==> config.mk <==
export PLATFORM = sky130hd
export DESIGN_NAME = bsh_sqrt_step
export DESIGN_NICKNAME = d
export VERILOG_FILES = /design/src/rtl/core/bsh_pkg.sv /design/src/rtl/core/bsh_sqrt_step.sv
export SDC_FILE = /design/constraint.sdc
export NUM_CORES = 1
export LEC_CHECK = 0
export BUFFER_PORTS_ARGS = -buffer_cell sky130_fd_sc_hd__buf_2
export CAP_MARGIN = 20
export CORE_AREA = 2 2 66 130
export DETAILED_ROUTE_END_ITERATION = 8
export DIE_AREA = 0 0 68 132
export PLACE_DENSITY = 0.73
export SETUP_SLACK_MARGIN = 0.5
export SYNTH_ARGS = -nofsm -noshare
export SYNTH_HDL_FRONTEND = slang
export SYNTH_SLANG_ARGS = --single-unit
==> constraint.sdc <==
create_clock -name vclk -period 7.3
set_input_delay 2.19 -clock vclk [all_inputs]
set_output_delay 2.19 -clock vclk [all_outputs]
set_load 0.01 [all_outputs]
==> src/rtl/core/bsh_pkg.sv <==
`default_nettype none
package bsh_pkg;

  // Field widths
  localparam int POS_W     = 32;
  localparam int Q_W       = 16;
  localparam int LEN_W     = 31;
  localparam int IDX_W     = 3;

  // Q2.14 unity and Q.28 rotation scale
  localparam int QUAT_ONE  = 16384;
  localparam int ROT_SHIFT = 28;

  // Square root: one result bit per stage over a 64-bit radicand
  localparam int SQ_IN_W    = 64;
  localparam int SQRT_STEPS = SQ_IN_W / 2;
  localparam int REM_W      = SQRT_STEPS + 2;

  // Pipeline: five front stages, the root steps, one output stage
  localparam int FRONT_ST  = 5;
  localparam int BSH_DEPTH = FRONT_ST + SQRT_STEPS + 1;

  typedef struct packed {
    logic signed [POS_W-1:0] bottom_center_z;
    logic signed [Q_W-1:0]   quat_w;
    logic signed [Q_W-1:0]   quat_x;
    logic signed [Q_W-1:0]   quat_y;
    logic signed [Q_W-1:0]   quat_z;
    logic [LEN_W-1:0]        bottom_len_x;
    logic [LEN_W-1:0]        bottom_len_y;
    logic [LEN_W-1:0]        bottom_len_z;
    logic [LEN_W-1:0]        upper_len_x;
    logic [LEN_W-1:0]        upper_len_y;
    logic [LEN_W-1:0]        upper_len_z;
  } bsh_in_t;

  typedef struct packed {
    logic signed [POS_W-1:0] stack_height;
    logic [IDX_W-1:0]        top_corner_index;
    logic signed [POS_W-1:0] top_corner_height;
  } bsh_out_t;

  // Clamp a quaternion component to [-1.0, +1.0]
  function automatic logic signed [Q_W-1:0] clamp_q(input logic signed [Q_W-1:0] v);
    logic signed [Q_W-1:0] hi;
    logic signed [Q_W-1:0] lo;
    hi = Q_W'(QUAT_ONE);
    lo = -hi;
    if (v > hi) return hi;
    if (v < lo) return lo;
    return v;
  endfunction

  // Saturate a 38-bit signed value to 32 bits
  function automatic logic signed [POS_W-1:0] sat32(input logic signed [37:0] v);
    logic signed [37:0] mx;
    logic signed [37:0] mn;
    mx = 38'sh0_7FFF_FFFF;
    mn = -mx - 38'sd1;
    if (v > mx) return mx[POS_W-1:0];
    if (v < mn) return mn[POS_W-1:0];
    return v[POS_W-1:0];
  endfunction

endpackage
`default_nettype wire

==> src/rtl/core/bsh_sqrt_step.sv <==
`default_nettype none
module bsh_sqrt_step (
  input  wire logic [bsh_pkg::REM_W-1:0]      rem_i,
  input  wire logic [bsh_pkg::SQRT_STEPS-1:0] root_i,
  input  wire logic [1:0]                     pair_i,
  output logic      [bsh_pkg::REM_W-1:0]      rem_o,
  output logic      [bsh_pkg::SQRT_STEPS-1:0] root_o
);
  import bsh_pkg::*;

  logic [REM_W+1:0] rem2;
  logic [REM_W+1:0] trial;
  logic             ge;

  // Restoring digit step: try 4*root+1 against the shifted remainder
  always_comb begin
    rem2  = {rem_i, pair_i};
    trial = {2'b00, root_i, 2'b01};
    ge    = (rem2 >= trial);
    rem_o = ge ? REM_W'(rem2 - trial) : REM_W'(rem2);
    root_o = {root_i[SQRT_STEPS-2:0], ge};
  end

endmodule
`default_nettype wire

After elaboration in Yosys (flattened, before gate mapping). Index checks and enable logic that the tools add are counted.

Register bits after elaboration: 0. Logic and storage cells: 3. Output and inout bits: 66. Input bits: 68.

Multiplexer cells: 1. Order comparisons: 1. $add $sub $neg: 1.

Operators by type and width (count): $ge A36 B34 Y1 (1); $mux W34 (1); $sub A34 B34 Y34 (1).

Longest topological paths before layout.
Depth after elaboration: 2. Mapped depth: 13. Mapped depth without buffers: 10.

Worst setup path after synthesis. OpenSTA, ideal clock, no wires.

Path type: input to output. Start point: input root_i[3] in the netlist's numbering. End point: output rem_o[26] in the netlist's numbering. Path slack: 0.722 ns. Stages on the path: 10. Arrival time: 4.388 ns. Cell sequence: inv_1 -> ha_1 -> a21o_1 -> or3_1 -> o21a_2 -> a311oi_4 -> o21ai_2 -> a311oi_4 -> mux2i_1 -> a31o_1.

Cells in the longest elaborated chain, start to end: 2. Elaborated cells on any way between the ends: 3.

Ends and longest elaborated chain: start: declaration (line bsh_sqrt_step.sv:4) `input wire logic [bsh_pkg::SQRT_STEPS-1:0] root_i,`; $sub A34 B34 Y34 / $ge A36 B34 Y1 (equally long branches) (line bsh_sqrt_step.sv:20, bsh_sqrt_step.sv:19); $mux W34 (*) (line bsh_sqrt_step.sv:20) `rem_o = ge ? REM_W'(rem2 - trial) : REM_W'(rem2);`; end: declaration (line bsh_sqrt_step.sv:6) `output logic [bsh_pkg::REM_W-1:0] rem_o,`.

Mark *: on every way between the ends. The rest lies on a longest branch, timed or not.

Final worst setup path. Ends and elaborated chain as after synthesis.

==> out/results.ini <==
[run_status]
status = completed

[synth]
synth_area_leaders = ha_1, buf_4, nand2_1
synth-compound-area-share = 0.340
muxShareOfSynthArea = 0.0244
synth_top_family_by_area = compound AO/OA/AOI/OAI gates
ys_warn_count = 0
synthAdderAreaFrac = 0.162
synth_fp_nets = 501
synth_area_leader_cell = ha_1
synth_xor_area_frac = 0.0936
synthCells = 399
synthesis.area_mm2 = 0.00262
synth-simple-area-share = 0.204
yosysUniqueCellTypes = 58
synth_top_area_share = 0.162
synth_area_per_cell_um2 = 6.56
ys_seq_area_frac = 0

[routing]
finalWirelength_mm = 8.92
routed_via_density = 5.33
postRouteAntennaNets = 0
initialDrtViolationCount = 206
drt-pass1-iter-count = 4
dr_total_vias = 3254
wl_per_cell_um = 14.6
drcViolationCount = 0

[flow_run]
cap_violations = 0

[hold_path]
min_to = root_o[1]
hold_path_startpoint = root_i[0]
min_path_cells = 2
hp-class = input port to output pin

[sta]
worst_pin_slew_ns = 0.468
slew_violations = 0
finalCritPeriodShare = 0.925
hold_viol = 0
rsz0062_at_grt = yes
setup_viol = 0
max_clock_freq_ghz = 0.148
min_period_ns = 6.75
slew_headroom = 0.688
final.setup.tns_ns = 0

[worst_setup_path]
crit_arrival_ns = 4.56
path_cells = buf_6 -> inv_4 -> ha_4 -> a21o_1 -> or3_1 -> o21a_2 -> a311oi_4 -> o21ai_4 -> a311oi_4 -> mux2i_1 -> a31o_1 -> buf_2
critPathLaunchType = input port
cp.required_ns = 5.11
cp_max_fo = 2
crit_slowest_cell = or3_1
endpoint_kind = output pin
crit_type = input port to output pin
cp_common_cell = a311oi_4
cp_slowest_stage_delay_ns = 0.34

[die]
start_util = 0.330
die_h_um = 132
core.rowCount = 46
num_io_pins = 134
core_area_mm2 = 0.00794
dieArea_mm2 = 0.00898
dieWidth_um = 68

[global_route]
grt_max_degree = 26
grtUsageTotal = 0.179
antenna_found_initial = 1
grt_pass1_wl_mm = 13.2
grt_pass1_vias = 3153
grt-ovfl-total = 0

[power_and_ir_drop]
p_per_area_mw_per_mm2 = 102
power.leakage_uw = 0.00188
peakVddDrop_mv = 0.0452
total_power_uw = 389

[finish]
fin_cells = 611
drive_above_1_share = 0.430
final_util = 0.479
clkbuf_count = 0
nets = 618
area_growth_pct = 45.3
fillers = 818
seq_cells = 0
regArea_um2 = 0

[place]
portBuffers = 134
dp_hpwl_mm = 7.05
place_inst = 591
gp_congestion = 0.863

-- cells by family after synthesis --
| group | count (synthesis) |
|---|---|
| and+or+nand+nor | 113 |
| buffers and inverters | 88 |
| xor gates and xnor gates | 28 |
| muxes | 6 |
| AOI/OAI and AO/OA | 130 |
| adders and majority gates | 34 |
-- cell usage in the layout, fill, tap and decap left out, types with 3 or more instances in the layout --
master and n:
buf_2 132, nand2_1 49, inv_1 40, o21ai_1 28
a21oi_1 23, buf_4 23, a21o_1 21, ha_4 21
nor2_1 17, xor2_1 15, o21ai_0 14, xnor2_1 12
ha_1 10, nand4_1 8, nand2b_1 6, nor3_1 5
and3_1 5, and2_1 5, a31oi_1 4, o211ai_1 3
nand3_1 3, mux2i_1 3, ha_2 3, buf_12 3
-- report_power, final --
part | internal, uW | switching [uW] | leakage [uW] | total [uW]
Combinational | 184 | 206 | 0.00188 | 389
Clock | 0.0000183 | 0 | 0.00000000634 | 0.0000183
Sequential | 0 | 0 | 0 | 0
Total | 184 | 206 | 0.00188 | 389
-- through the flow --
stage               setup slack (ns)  cell area, um^2  hold WS (ns)
floorplan                      0.722             2620          4.47
global placement               0.270             3190          4.58
detailed placement             0.185             3190          4.58
CTS                            0.484             3480          4.57
global route                   0.473             3800          4.57
finish                         0.549             3800          4.56
-- synthesized netlist by cell type (2+ instances only) --
master / count
and2_1: 6
o31a_1: 2
buf_4: 33
o21ai_1: 27
a31oi_1: 5
ha_1: 34
o21ai_0: 17
a31o_2: 2
inv_1: 42
o31ai_1: 2
a21o_1: 21
xnor2_1: 12
xor2_1: 16
mux2i_1: 3
a21boi_0: 2
o41ai_2: 2
or3_1: 2
nor3_1: 8
mux2_1: 2
a21oi_1: 25
a311oi_4: 2
nor2_1: 17
nand2b_1: 6
and3_1: 6
o221ai_1: 2
o211ai_1: 3
clkbuf_1: 9
nand4_1: 8
nand3_1: 4
buf_2: 3
nand2_1: 49
-- worst max path at each step --
| stage | slack [ns] | from | to | depth (start not counted) |
|---|---|---|---|---|
| final | 0.55 | root_i[3] | rem_o[26] | 12 |
| after global routing | 0.47 | root_i[15] | rem_o[6] | 14 |
| after CTS | 0.48 | root_i[19] | rem_o[31] | 12 |
| after detailed placement | 0.18 | root_i[18] | rem_o[31] | 12 |
| after global placement | 0.27 | root_i[18] | rem_o[31] | 12 |
| after floorplan | 0.72 | root_i[3] | rem_o[26] | 10 |
-- critical path: cells and delay by family --
kind                     cells  cell delay, ns
AO/OA/AOI/OAI                6            1.31
AND/OR/NAND/NOR              1            0.34
buffers and inverters        3            0.28
multiplexers                 1            0.25
adder cells (fa/ha/maj)      1            0.19
-- routing by layer --
| metal | share of wire | track usage |
|---|---|---|
| met1 | 0.33 | 0.173 |
| met2 | 0.59 | 0.374 |
| met3 | 0.048 | 0.00598 |
| met4 | 0.032 | 0.0467 |
| met5 | 0 | 0 |
-- final cells by class --
cell class                      count  area [um^2]  share of cell area
Multi-Input combinational cell    311         2600               0.684
Tap cell                           96          120              0.0316
Timing Repair Buffer              160          916               0.241
Inverter                           43          164              0.0431
Antenna cell                        1         2.50            0.000658
-- timing repair --
item,CTS,global route
gates resized for setup,37,42
pin swaps,15,19
setup buffers,11,8
endpoints found under the setup margin,33,21
hold buffers,0,0
No activity file was read; power rests on OpenSTA's default activity.
